## config.mk

```make
export PLATFORM = sky130hd
export DESIGN_NAME = sorted_insert_priority_queue_top
export DESIGN_NICKNAME = d
export VERILOG_FILES = /design/src/hw/rtl/siq_pkg.sv /design/src/hw/rtl/siq_cell.sv /design/src/hw/rtl/sorted_insert_priority_queue_top.sv
export VERILOG_INCLUDE_DIRS = /design/src /design/src/hw/rtl
export SDC_FILE = /design/constraint.sdc
export NUM_CORES = 1
export LEC_CHECK = 0
export BUFFER_PORTS_ARGS = -buffer_cell sky130_fd_sc_hd__buf_4
export CORE_ASPECT_RATIO = 0.8
export CORE_UTILIZATION = 55
export DETAILED_ROUTE_END_ITERATION = 6
export GPL_ROUTABILITY_DRIVEN = 0
export PLACE_DENSITY = 0.72
export RECOVER_POWER = 25
export SLEW_MARGIN = 40
export SYNTH_ARGS = -nofsm -noshare
export SYNTH_HDL_FRONTEND = slang
export SYNTH_SLANG_ARGS = --single-unit
```

## constraint.sdc

```tcl
create_clock -name clk -period 6.1 [get_ports clk]
set_clock_uncertainty 0.15 [all_clocks]
set_input_delay 0.305 -clock clk [delete_from_list [all_inputs] [get_ports clk]]
set_output_delay 0.305 -clock clk [all_outputs]
set_load 0.01 [all_outputs]
```

## src/hw/rtl/sorted_insert_priority_queue_top_macros.svh

```systemverilog
// assertion macros used by the priority queue top module
`ifndef SORTED_INSERT_PRIORITY_QUEUE_TOP_MACROS_SVH
`define SORTED_INSERT_PRIORITY_QUEUE_TOP_MACROS_SVH
`ifndef NO_ASSERTIONS
// same-cycle implication
`define SIQ_ASSERT_NOW(label, clk, rst_n, cond, prop, msg) \
    label: assert property (@(posedge clk) disable iff (!rst_n) (cond) |-> (prop)) \
        else $error(msg);
// next-cycle implication
`define SIQ_ASSERT_NEXT(label, clk, rst_n, cond, prop, msg) \
    label: assert property (@(posedge clk) disable iff (!rst_n) (cond) |=> (prop)) \
        else $error(msg);
`else
`define SIQ_ASSERT_NOW(label, clk, rst_n, cond, prop, msg)
`define SIQ_ASSERT_NEXT(label, clk, rst_n, cond, prop, msg)
`endif
`endif

```

## src/hw/rtl/siq_pkg.sv

```systemverilog
// shared types and codes of the sorted insert priority queue
package siq_pkg;

    // command codes
    localparam logic CMD_ENQUEUE = 1'b0;
    localparam logic CMD_DEQUEUE = 1'b1;

    // result status codes
    localparam logic [1:0] ST_DONE  = 2'd0;
    localparam logic [1:0] ST_FULL  = 2'd1;
    localparam logic [1:0] ST_EMPTY = 2'd2;

    // per-cycle control broadcast to every cell
    typedef struct packed {
        logic enq;
        logic deq;
    } cell_ctrl_t;

endpackage

```

## src/hw/rtl/siq_cell.sv

```systemverilog
// one slot of the ordered chain: compare, insert or shift by one
module siq_cell #(
    parameter int TAG_BITS      = 16,
    parameter int PRIORITY_BITS = 2
) (
    input  logic                     clk,
    input  siq_pkg::cell_ctrl_t      ctrl,
    input  logic                     occupied,
    input  logic                     ins_left,
    input  logic [TAG_BITS-1:0]      left_tag,
    input  logic [PRIORITY_BITS-1:0] left_pri,
    input  logic [TAG_BITS-1:0]      right_tag,
    input  logic [PRIORITY_BITS-1:0] right_pri,
    input  logic [TAG_BITS-1:0]      new_tag,
    input  logic [PRIORITY_BITS-1:0] new_pri,
    output logic                     ins,
    output logic [TAG_BITS-1:0]      tag,
    output logic [PRIORITY_BITS-1:0] pri
);

    logic [TAG_BITS-1:0]      tag_reg;
    logic [TAG_BITS-1:0]      tag_next;
    logic [PRIORITY_BITS-1:0] pri_reg;
    logic [PRIORITY_BITS-1:0] pri_next;

    // new item goes at or before this slot
    assign ins = !occupied || (new_pri < pri_reg);

    // slot update: take left neighbour, new item, right neighbour or hold
    always_comb
    begin
        tag_next = tag_reg;
        pri_next = pri_reg;
        if (ctrl.enq)
        begin
            if (ins_left)
            begin
                tag_next = left_tag;
                pri_next = left_pri;
            end
            else if (ins)
            begin
                tag_next = new_tag;
                pri_next = new_pri;
            end
        end
        else if (ctrl.deq)
        begin
            tag_next = right_tag;
            pri_next = right_pri;
        end
    end

    // slot storage, content undefined until written
    always_ff @(posedge clk)
    begin
        tag_reg <= tag_next;
        pri_reg <= pri_next;
    end

    assign tag = tag_reg;
    assign pri = pri_reg;

endmodule

```

## src/hw/rtl/sorted_insert_priority_queue_top.sv

```systemverilog
// Sorted insert priority queue built as a chain of compare-and-shift cells.
//
// Input channel (in_valid / in_stall): command 0 enqueues item_tag with
// item_priority, command 1 dequeues the head. Lower priority numbers are
// served first; equal priorities leave in arrival order.
// Output channel (out_valid / out_stall): one result beat per input beat with
// status (done, full, empty), the removed head's tag and priority on a good
// dequeue (zero otherwise) and the entry count after the command.
// Every cell compares the new priority with its own and either holds, takes
// the new item, or takes a neighbour's entry, so the whole chain updates at
// the edge that takes the command; the result beat follows in the next cycle.
// One beat per cycle unless stalled, limited by the single output register.
// While out_stall is high and a result is held, in_stall is raised and no
// command is taken; the held result does not change.
// Reset clears the entry count and the output valid; slot contents are
// undefined until written and are never read beyond the entry count.
`include "sorted_insert_priority_queue_top_macros.svh"
module sorted_insert_priority_queue_top #(
    parameter int DEPTH         = 16,
    parameter int TAG_BITS      = 16,
    parameter int PRIORITY_BITS = 2,
    localparam int CNT_W        = $clog2(DEPTH + 1)
) (
    input  logic                     clk,
    input  logic                     rst_n,
    input  logic                     in_valid,
    output logic                     in_stall,
    input  logic                     command,
    input  logic [TAG_BITS-1:0]      item_tag,
    input  logic [PRIORITY_BITS-1:0] item_priority,
    output logic                     out_valid,
    input  logic                     out_stall,
    output logic [1:0]               status,
    output logic [TAG_BITS-1:0]      out_tag,
    output logic [PRIORITY_BITS-1:0] out_priority,
    output logic [CNT_W-1:0]         entry_count
);

    logic                     accept;
    logic                     full;
    logic                     empty;
    siq_pkg::cell_ctrl_t      ctrl;
    logic [CNT_W-1:0]         count_reg;
    logic [CNT_W-1:0]         count_next;
    logic                     out_valid_reg;
    logic [1:0]               status_reg;
    logic [1:0]               status_next;
    logic [TAG_BITS-1:0]      out_tag_reg;
    logic [TAG_BITS-1:0]      out_tag_next;
    logic [PRIORITY_BITS-1:0] out_pri_reg;
    logic [PRIORITY_BITS-1:0] out_pri_next;
    logic [CNT_W-1:0]         out_cnt_reg;

    logic [DEPTH-1:0]         occ;
    logic [DEPTH-1:0]         ins;
    logic [TAG_BITS-1:0]      tag_q [DEPTH];
    logic [PRIORITY_BITS-1:0] pri_q [DEPTH];

    // handshake: take a beat unless a held result is stalled
    assign in_stall = out_valid_reg && out_stall;
    assign accept   = in_valid && !in_stall;

    assign full  = (count_reg == CNT_W'(DEPTH));
    assign empty = (count_reg == '0);

    // control broadcast to the chain
    assign ctrl.enq = accept && (command == siq_pkg::CMD_ENQUEUE) && !full;
    assign ctrl.deq = accept && (command == siq_pkg::CMD_DEQUEUE) && !empty;

    // chain of slots
    for (genvar i = 0; i < DEPTH; i++)
    begin : g_cell
        logic                     ins_left_w;
        logic [TAG_BITS-1:0]      left_tag_w;
        logic [PRIORITY_BITS-1:0] left_pri_w;
        logic [TAG_BITS-1:0]      right_tag_w;
        logic [PRIORITY_BITS-1:0] right_pri_w;

        assign occ[i] = (count_reg > CNT_W'(i));

        if (i == 0)
        begin : g_head
            assign ins_left_w = 1'b0;
            assign left_tag_w = item_tag;
            assign left_pri_w = item_priority;
        end
        else
        begin : g_body
            assign ins_left_w = ins[i-1];
            assign left_tag_w = tag_q[i-1];
            assign left_pri_w = pri_q[i-1];
        end

        if (i == DEPTH - 1)
        begin : g_tail
            assign right_tag_w = tag_q[i];
            assign right_pri_w = pri_q[i];
        end
        else
        begin : g_inner
            assign right_tag_w = tag_q[i+1];
            assign right_pri_w = pri_q[i+1];
        end

        siq_cell #(
            .TAG_BITS      (TAG_BITS),
            .PRIORITY_BITS (PRIORITY_BITS)
        ) u_cell (
            .clk       (clk),
            .ctrl      (ctrl),
            .occupied  (occ[i]),
            .ins_left  (ins_left_w),
            .left_tag  (left_tag_w),
            .left_pri  (left_pri_w),
            .right_tag (right_tag_w),
            .right_pri (right_pri_w),
            .new_tag   (item_tag),
            .new_pri   (item_priority),
            .ins       (ins[i]),
            .tag       (tag_q[i]),
            .pri       (pri_q[i])
        );
    end

    // entry count
    always_comb
    begin
        count_next = count_reg;
        if (ctrl.enq)
        begin
            count_next = count_reg + CNT_W'(1);
        end
        else if (ctrl.deq)
        begin
            count_next = count_reg - CNT_W'(1);
        end
    end

    // result of the accepted beat
    always_comb
    begin
        out_tag_next = '0;
        out_pri_next = '0;
        if (command == siq_pkg::CMD_ENQUEUE)
        begin
            status_next = full ? siq_pkg::ST_FULL : siq_pkg::ST_DONE;
        end
        else
        begin
            status_next = empty ? siq_pkg::ST_EMPTY : siq_pkg::ST_DONE;
            if (!empty)
            begin
                out_tag_next = tag_q[0];
                out_pri_next = pri_q[0];
            end
        end
    end

    // control registers
    always_ff @(posedge clk or negedge rst_n)
    begin
        if (!rst_n)
        begin
            count_reg     <= '0;
            out_valid_reg <= 1'b0;
        end
        else
        begin
            count_reg <= count_next;
            if (accept)
            begin
                out_valid_reg <= 1'b1;
            end
            else if (!out_stall)
            begin
                out_valid_reg <= 1'b0;
            end
        end
    end

    // output payload register
    always_ff @(posedge clk)
    begin
        if (accept)
        begin
            status_reg  <= status_next;
            out_tag_reg <= out_tag_next;
            out_pri_reg <= out_pri_next;
            out_cnt_reg <= count_next;
        end
    end

    assign out_valid    = out_valid_reg;
    assign status       = status_reg;
    assign out_tag      = out_tag_reg;
    assign out_priority = out_pri_reg;
    assign entry_count  = out_cnt_reg;

    // checks
    `SIQ_ASSERT_NOW(a_count_bound, clk, rst_n, 1'b1, count_reg <= CNT_W'(DEPTH),
        "entry count beyond depth")
    `SIQ_ASSERT_NEXT(a_full_reject, clk, rst_n,
        accept && (command == siq_pkg::CMD_ENQUEUE) && full,
        (status_reg == siq_pkg::ST_FULL) && $stable(count_reg),
        "full enqueue not rejected")
    `SIQ_ASSERT_NEXT(a_head_out, clk, rst_n, ctrl.deq,
        (out_tag_reg == $past(tag_q[0])) && (out_pri_reg == $past(pri_q[0])),
        "dequeue did not return head")
    `SIQ_ASSERT_NEXT(a_result_valid, clk, rst_n, accept,
        out_valid_reg && (out_cnt_reg == count_reg),
        "accepted beat without matching result")

endmodule

```

== Word-level counts from Yosys, hierarchy flattened ==
Index checks and enable logic that the tools add are counted.
Word-level totals
  word-level logic and storage cells: 280
  register bits after elaboration: 319
Cells by class
  $add $sub $neg: 2
  multiplexer cells: 129
  reductions and logical operators: 61
  equal/unequal tests: 17
  order comparisons: 32
  bitwise operators: 1
Operator list (number)
  $mux W16: 61
  $mux W2: 63
  $ne A3 B1 Y1 const B: 14
  $gt A5 B4 Y1 const B: 8
  $lt A2 B2 Y1: 16
  $reduce_and A2 Y1: 16
  $gt A5 B3 Y1 const B: 4
  $logic_not A1 Y1: 19
  $logic_or A1 B1 Y1: 16
  $gt A5 B1 Y1 const B: 2
  $gt A5 B2 Y1 const B: 2
  $mux W5: 2
  $logic_and A1 B1 Y1: 6
  $add A5 B1 Y5 const B: 1
  $eq A5 B5 Y1 const B: 1
  $logic_not A5 Y1: 1
  $sub A5 B1 Y5 const B: 1
  $ne A2 B1 Y1 const B: 2
  $reduce_bool A2 Y1: 2
  $mux W1: 3
  $reduce_or A2 Y1: 1
  $not A1 Y1: 1

== Depth between registers and ports, before layout ==
Gate-level depths: netlist of run 1.
  depth after elaboration: 7
  gate-level depth with buffers: 9
  mapped depth without buffers: 6

== Hierarchy ==
Synthesis of run 1 repeated with hierarchy kept, for this count alone.
Second synthesis, totals
  cells, all modules: 1484
  area, all modules: 17128.9 sq um
Modules (own cells, without submodules)
  siq_cell: instances 16, area an instance 978.4 sq um, seq. area each 540.5 sq um, cells an instance 85
  sorted_insert_priority_queue_top: instances 1, area an instance 1473.9 sq um, seq. area each 900.9 sq um, cells an instance 124

== Worst setup path after synthesis of run 1 ==
Ideal clock, no wire load.
  path type: register to register
  start: register count_reg[0]
  end: register g_cell[15].u_cell.pri_reg[0], enable pin
  slack: 2.806 ns
  buffers on the path: 3
  period minus slack after synthesis: 3.294 ns
  setup time: 0.399 ns
  arrival: 2.745 ns
  stages on the path, launching flop included: 9
  cell sequence: dfrtp_1 -> buf_2 -> inv_1 -> ha_1 -> and4bb_4 -> or3_1 -> buf_2 -> clkbuf_1 -> a21oi_1
Between the ends
  word-level cells in the longest chain between the ends: 5
  elaborated cells on any way between the ends: 11
Ends and longest elaborated chain
  start: declaration: RTL line sorted_insert_priority_queue_top.sv:43  | logic [CNT_W-1:0] count_reg;
  start signal: assignment: RTL line sorted_insert_priority_queue_top.sv:169  | count_reg <= count_next;
  $gt A5 B4 Y1: RTL line sorted_insert_priority_queue_top.sv:79  | assign occ[i] = (count_reg > CNT_W'(i));
  $logic_not A1 Y1: RTL line siq_cell.sv:27  | assign ins = !occupied || (new_pri < pri_reg);
  $logic_or A1 B1 Y1: RTL line siq_cell.sv:27
  $reduce_bool A2 Y1 (no line)
  $reduce_and A2 Y1 (no line) *
  end signal: assignment: RTL line siq_cell.sv:58  | pri_reg <= pri_next;
  end: declaration: RTL line siq_cell.sv:23  | logic [PRIORITY_BITS-1:0] pri_reg;
Every way passes the cells marked *; elsewhere a longest branch is shown, timed or not.
A chain may end at the register's enable or synchronous reset.

== Final worst setup path of run 1 ==
  start: register count_reg[0]
  end: register g_cell[11].u_cell.tag_reg[13], data pin
Between the ends
  word-level cells in the longest chain between the ends: 5
  elaborated cells on any way between the ends: 8
Ends and longest elaborated chain
  $gt A5 B4 Y1: RTL line sorted_insert_priority_queue_top.sv:79
  $logic_not A1 Y1: RTL line siq_cell.sv:27
  $logic_or A1 B1 Y1: RTL line siq_cell.sv:27
  $mux W16: RTL line siq_cell.sv:36  | if (ins_left)
  $mux W16 *: RTL line siq_cell.sv:34  | if (ctrl.enq)
  named net g_cell[11].u_cell.tag_next[13]: RTL line siq_cell.sv:22  | logic [TAG_BITS-1:0] tag_next;
  end signal: assignment: RTL line siq_cell.sv:57  | tag_reg <= tag_next;
  end: declaration: RTL line siq_cell.sv:21  | logic [TAG_BITS-1:0] tag_reg;
Mark *: on every way through the listed nets, which the timed path passes. The rest lies on a longest branch.

==> results of run 1 <==
-- cell type report --
class                   instances  area share
flip-flops and latches        319       0.506
multi-input cells            1254       0.379
clock buffers                  44      0.0504
well taps                     413      0.0274
repair buffers                 68      0.0239
clock inverters                15     0.00934
inverters                      22     0.00437
-- synthesized netlist by cell type, types with 2 or more instances --
library cell    n  area share
o21ai_0       224       0.065
or4_1           2     0.00086
o31ai_1        19      0.0082
nor2_2          2     0.00072
a21oi_1        21      0.0061
mux2_2         18       0.012
clkbuf_2        4      0.0012
buf_1           8      0.0017
nor2_1        259       0.056
o211a_1         5      0.0029
a41oi_1         2      0.0010
o211ai_1        2     0.00086
xor2_1          3      0.0015
inv_1          22      0.0048
clkbuf_1       81       0.018
a221o_1         8      0.0046
and2_1          7      0.0025
a21oi_2         6      0.0030
o21ai_1        10      0.0029
and2_0          2     0.00072
or2_2           2     0.00072
or3_1           2     0.00072
nand2b_1       16      0.0058
edfxtp_1      313        0.54
nand4_1        15      0.0054
a31oi_1       256       0.092
dfrtp_1         6      0.0086
and3_1         21      0.0076
nor3_1          2     0.00058
nand3_1       230       0.066
buf_2          60       0.017
a21o_1         20      0.0086
buf_4          25       0.011
o21a_1          5      0.0022
o311a_1         2      0.0012
nand2_1        55       0.012
ha_1           22       0.016
-- cells by family (layout without fill, tap and decap cells) --
kind of cell | count (synthesis) | count (layout) | synth area share
and+or+nand+nor | 622 | 622 | 0.164
AOI/OAI and AO/OA | 588 | 588 | 0.202
DFF | 319 | 319 | 0.550
buffers and inverters | 201 | 149 | 0.0539
adders and majority gates | 22 | 22 | 0.0159
muxes | 18 | 18 | 0.0117
xor gates and xnor gates | 4 | 4 | 0.00202
-- worst register-to-register path, stage by stage (launching register included) --
cell      delay (ns)
dfrtp_1         0.62
inv_1           0.16
ha_1            0.28
and4bb_1        0.28
nor3_1          0.40
buf_12          0.38
buf_16          0.43
buf_4           0.76
a31oi_1         0.27
-- what timing repair did --
| item | 4_1_cts | 5_1_grt |
|---|---|---|
| endpoints found under the setup margin | 0 | 0 |
| endpoints found under the hold margin | 7 | 0 |
| buffers inserted | 0 | 0 |
| hold buffers | 4 | 0 |
-- stage by stage --
stage | hold slack, ns | cell area (sq um) | worst slack [ns] | total power, W
2_1_floorplan | -0.141 | 17400 | 2.81 | 0.00501
3_3_place_gp | -0.0297 | 17600 | 2.46 | 0.00565
3_5_place_dp | -0.0309 | 17800 | 2.46 | 0.00581
4_1_cts | 0.0915 | 19000 | 2.40 | 0.00794
5_1_grt | 0.118 | 18900 | 1.78 | 0.00833
6_report | 0.103 | 18900 | 2.06 | 0.00798
-- metal layers --
layer  track usage  vias up  routed length (um)
met5             0        -                   0
met4         0.106        0                1420
met3        0.0655      108                5500
met2         0.490      889               24100
met1         0.444     7158               20800
li1              -     6583                   -
-- worst paths after layout --
kind / start / to / slack (ns) / cells after the start
hold / removal: command / status[0]$_SDFFCE_PP0N_ / 0.10 / 2
max in group asynchronous: rst_n / out_valid$_DFFE_PN0P_ / 4.95 / 3
min in group asynchronous: rst_n / count_reg[1]$_DFF_PN0_ / 0.62 / 3
setup / recovery: count_reg[0]$_DFF_PN0_ / g_cell[11].u_cell.tag[13]$_DFFE_PP_ / 2.06 / 8
hold reg to reg: g_cell[1].u_cell.tag[4]$_DFFE_PP_ / g_cell[0].u_cell.tag[4]$_DFFE_PP_ / 0.41 / 2
setup reg to reg: count_reg[0]$_DFF_PN0_ / g_cell[11].u_cell.tag[13]$_DFFE_PP_ / 2.06 / 8
-- power breakdown --
group          internal (W)  leakage [nW]  switching (W)
combinational      0.000736          2.72        0.00190
clock               0.00127         0.541       0.000873
sequential          0.00292          3.03       0.000293
total               0.00492          6.29        0.00306
==> flow_metrics.env, run 1 <==
export IMPL_antenna_found_initial=0
export IMPL_ys_warn_count=0
export IMPL_cap_violations=1
export IMPL_first_pass_iters=7
export IMPL_drc=2
export IMPL_critPathArrivalTime_ns=4.10
export IMPL_cts_sinks=319
export IMPL_slew_headroom=-0.270
export IMPL_fp_dieW_um=201
export IMPL_core_area_sq_um=30700
export IMPL_layout_commonest_cell="edfxtp_1"
export IMPL_worstSkewPairLatency_ns=0.53
export IMPL_drt_iter0_drc=2166
export IMPL_synth_area_sq_um=17400
export IMPL_grt_max_degree=202
export IMPL_cts_buffer_depth=3
export IMPL_hold_path_class="input port to register"
export IMPL_io_pins=50
export IMPL_hold_viol_final=0
export IMPL_cp_max_fo=117
export IMPL_routed_wl_um=51800
export IMPL_grt_pass1_vias=13900
export IMPL_layout_nets=1744
export IMPL_synth_nets=1819
export IMPL_postSynthRegisterBits=319
export IMPL_worst_pin_slew_ns=1.91
export IMPL_synth_edf_count=313
export IMPL_peakVddDrop_v=0.000239
export IMPL_dp_cells=2071
export IMPL_layout_cells_non_filler=2135
export IMPL_drv_slew=23
export IMPL_die_height_um=161
export IMPL_netlist_instances=1774
export IMPL_p_per_area_nw_per_um2=423
export IMPL_grt_pass1_wl_um=79500
export IMPL_crit_type="register to register"
export IMPL_mostFrequentLayoutCells="313 x edfxtp_1, 259 x nor2_1, 243 x a31oi_1"
export IMPL_wire_per_inst_um=24.3
export IMPL_drive_above_1_share=0.0842
export IMPL_critPathBufInv=4
export IMPL_clk_pin_slew_worst_paths_ns=0.06
export IMPL_overflow=0
export IMPL_numCtsBuffers=34
export IMPL_antenna_violating_nets_post_route=0
export IMPL_cp_slowest_cell="buf_4"
export IMPL_multi_input_area_sq_um=7150
export IMPL_cp_top_family="buffers and inverters"
export IMPL_yosysSeqAreaShare=0.550
export IMPL_vias=14700
export IMPL_p_leak_nw=6.29
export IMPL_clockRootBuffer="clkbuf_16"
export IMPL_slowest_delay_ns=0.72
export IMPL_grt_setup_unrepaired="false"
export IMPL_hpwlAfterDp_um=33900
export IMPL_yosysUniqueCellTypes=54
export IMPL_largest_reg_flops=256
export IMPL_port_buffers=49
export IMPL_grt_usage=0.316
export IMPL_critPathLaunchType="register"
export IMPL_crit_required_ns=6.16
export IMPL_placementRows=57
export IMPL_setup_viol=0
export IMPL_die_area_sq_um=32300
export IMPL_htreeDepth=2
export IMPL_routed_via_density=6.90
export IMPL_start_util=0.566
export IMPL_syn_mean_instance_area_sq_um=9.78
export IMPL_antennaDiodeCount=0
export IMPL_finalCritPeriodShare=0.663
export IMPL_tns_ns=0
export IMPL_cp_cell_sequence="inv_1 -> ha_1 -> and4bb_1 -> nor3_1 -> buf_12 -> buf_16 -> buf_4 -> a31oi_1"
export IMPL_violations="design-rule violations, max-capacitance violations, max-slew violations"
export IMPL_fin_util=0.616
export IMPL_fillers=2560
export IMPL_cts_resized=0
export IMPL_syn2layout_area_growth_pct=8.78
export IMPL_ys_flop_type="edfxtp_1"
export IMPL_async_flop_share=0.0188
export IMPL_period_needed_ns=4.04
export IMPL_cts_tree="done"
export IMPL_end_kind="register"
export IMPL_max_clock_freq_mhz=247
export IMPL_outcome="finished with violations"
export IMPL_seq_area_sq_um=9550
Note: power is estimated with default switching activity, not from simulation.
==> run 2: changes to the inputs <==
Clock period 6.1 ns to 4.2 ns, I/O delays scaled along.
==> run 2 against run 1 <==
Power rose by 44%. Non-clock buffer count rose by 33. The run ends with max-capacitance violations, max-slew violations left. First-iteration DRC count rose by 8.6%. Clock power rose by 39%. Final cell count rose by 1.6%. Critical path depth fell by 1. Fmax rose by 12%. Final area rose by 0.31%. Count of clock-buffer cells in the layout rose by 3. Hold slack got worse by 0.047 ns.
==> flow_metrics.env, run 2 (synthesis results as in run 1) <==
export IMPL_grt_pass1_wl_um=80500
export IMPL_hold_path_end="g_cell[0].u_cell.tag[0]$_DFFE_PP_"
export IMPL_violations="max-capacitance violations, max-slew violations"
export IMPL_hold_depth=3
export IMPL_clk_pin_slew_worst_paths_ns=0.06
export IMPL_wire_per_inst_um=24.4
export IMPL_r2r_end="entry_count[4]$_DFFE_PN_"
export IMPL_grt_setup_unrepaired="false"
export IMPL_top_layer_used="met4"
export IMPL_setup_viol=0
export IMPL_die_height_um=161
export IMPL_clockRootBuffer="clkbuf_16"
export IMPL_antenna_violating_nets_post_route=0
export IMPL_cts_tree="done"
export IMPL_critPathArrivalTime_ns=3.75
export IMPL_p_per_area_nw_per_um2=608
export IMPL_hpwlAfterDp_um=34800
export IMPL_antenna_found_initial=0
export IMPL_mostFrequentLayoutCells="313 x edfxtp_1, 259 x nor2_1, 243 x a31oi_1"
export IMPL_numCtsBuffers=34
export IMPL_r2r_start="count_reg[1]$_DFF_PN0_"
export IMPL_peakVddDrop_v=0.000368
export IMPL_p_leak_nw=6.42
export IMPL_core_area_sq_um=30700
export IMPL_routed_wl_um=52900
export IMPL_hold_viol_final=0
export IMPL_hold_path_class="input port to register"
export IMPL_wl_met1_um=21000
export IMPL_layout_nets=1777
export IMPL_critPathBufInv=2
export IMPL_slew_headroom=-0.108
export IMPL_worst_pin_slew_ns=1.66
export IMPL_max_clock_freq_mhz=276
export IMPL_drc=0
export IMPL_critPathLaunchType="register"
export IMPL_antennaDiodeCount=0
export IMPL_slowest_delay_ns=0.80
export IMPL_cp_max_fo=20
export IMPL_drt_iter0_drc=2352
export IMPL_crit_top_cell="o211ai_1"
export IMPL_outcome="finished with violations"
export IMPL_first_pass_iters=7
export IMPL_start_util=0.566
export IMPL_worstSkewPairLatency_ns=0.54
export IMPL_htreeDepth=2
export IMPL_port_buffers=49
export IMPL_vias=15000
export IMPL_cap_violations=1
export IMPL_drive_above_1_share=0.0894
export IMPL_crit_required_ns=4.33
export IMPL_period_needed_ns=3.62
export IMPL_fin_ws_ns=0.579
export IMPL_holdCritStartpoint="item_tag[0]"
export IMPL_die_area_sq_um=32300
export IMPL_grt_pass1_vias=14100
export IMPL_pre_cts_slack_ns=0.983
export IMPL_drv_slew=39
export IMPL_crit_type="register to register"
export IMPL_cts_resized=0
export IMPL_fp_dieW_um=201
export IMPL_tns_ns=0
export IMPL_r2r_slack_ns=0.58
export IMPL_cp_top_family="buffers and inverters"
export IMPL_syn2layout_area_growth_pct=9.12
export IMPL_met2WireLength_um=23600
export IMPL_cp_cell_sequence="inv_1 -> ha_1 -> and4bb_1 -> or3_1 -> clkbuf_1 -> o211ai_1 -> o211ai_1"
export IMPL_wl_met3_um=6240
export IMPL_placementRows=57
export IMPL_grt_usage=0.321
export IMPL_overflow=0
export IMPL_worst_r2r_path_depth=7
export IMPL_end_kind="register"
export IMPL_cts_buffer_depth=3
export IMPL_grt_max_degree=100
export IMPL_cp_slowest_cell="clkbuf_1"
export IMPL_finalCritPeriodShare=0.862
export IMPL_largest_reg_flops=256
export IMPL_layout_commonest_cell="edfxtp_1"
export IMPL_cts_sinks=319
export IMPL_io_pins=50
export IMPL_routed_via_density=6.91
## run 2: changes by cell type in the layout (fill, tap and decap cells not counted), moves of 3 or more
cell / before / now
buf_4: 31 / 60
clkinvlp_4: 3 / 0
buf_12: 1 / 5
a21oi_2: 18 / 6
a31oi_4: 13 / 4
a31oi_2: 0 / 9
a21oi_1: 8 / 20
clkbuf_1: 35 / 43
## run 2: tightest hold or removal path, delay by kind of cell
| family | cells | cell delay (ns) |
|---|---|---|
| buffers and inverters | 1 | 0.20 |
| and+or+nand+nor | 2 | 0.14 |
## run 2: repair_timing
| item | in CTS | in global routing |
|---|---|---|
| endpoints found under the setup margin | 0 | 0 |
| buffers inserted | 0 | 0 |
| endpoints found under the hold margin | 7 | 0 |
| hold buffers | 4 | 0 |
## run 2: metal layers
layer / vias up / track usage
li1: 6646 / -
met1: 7201 / 0.456
met2: 987 / 0.490
met3: 168 / 0.0676
met4: 0 / 0.116
met5: - / 0
## run 2: cell type report
class,count,area [sq um]
fill,2585,11700
sequential,319,9550
multi-input combinational,1254,7020
clock buffer,47,921
timing repair buffer,101,714
tap,413,517
clock inverter,14,141
inverter,22,82.6
## run 2: how the worst max path moves through the flow
stage	startpoint	endpoint	slack (ns)	cells after the start
final	count_reg[1]$_DFF_PN0_	entry_count[4]$_DFFE_PN_	0.58	7
after global placement	count_reg[1]$_DFF_PN0_	g_cell[10].u_cell.tag[12]$_DFFE_PP_	1.02	5
after floorplan	count_reg[0]$_DFF_PN0_	g_cell[15].u_cell.pri[0]$_DFFE_PP_	0.91	8
after CTS	count_reg[1]$_DFF_PN0_	g_cell[7].u_cell.tag[8]$_DFFE_PP_	0.93	8
after detailed placement	count_reg[1]$_DFF_PN0_	g_cell[7].u_cell.tag[12]$_DFFE_PP_	0.98	8
after global routing	count_reg[1]$_DFF_PN0_	entry_count[4]$_DFFE_PN_	0.44	7
## run 2: power breakdown
group | internal (W) | switching, W
clock network | 0.00172 | 0.00125
logic | 0.00113 | 0.00278
registers | 0.00423 | 0.000405
total | 0.00709 | 0.00444
## run 2: per-stage QoR
stage,hold WS (ns),total power (W),utilization,area [sq um],std cells
floorplan,-0.236,0.00728,-,17400,1774
global placement,-0.119,0.00836,0.584,17900,2105
detailed placement,-0.118,0.00851,0.586,18000,2105
CTS,0.0409,0.0115,0.622,19100,2170
global route,0.0466,0.0120,0.618,18900,2170
finish,0.0561,0.0115,0.618,18900,2170
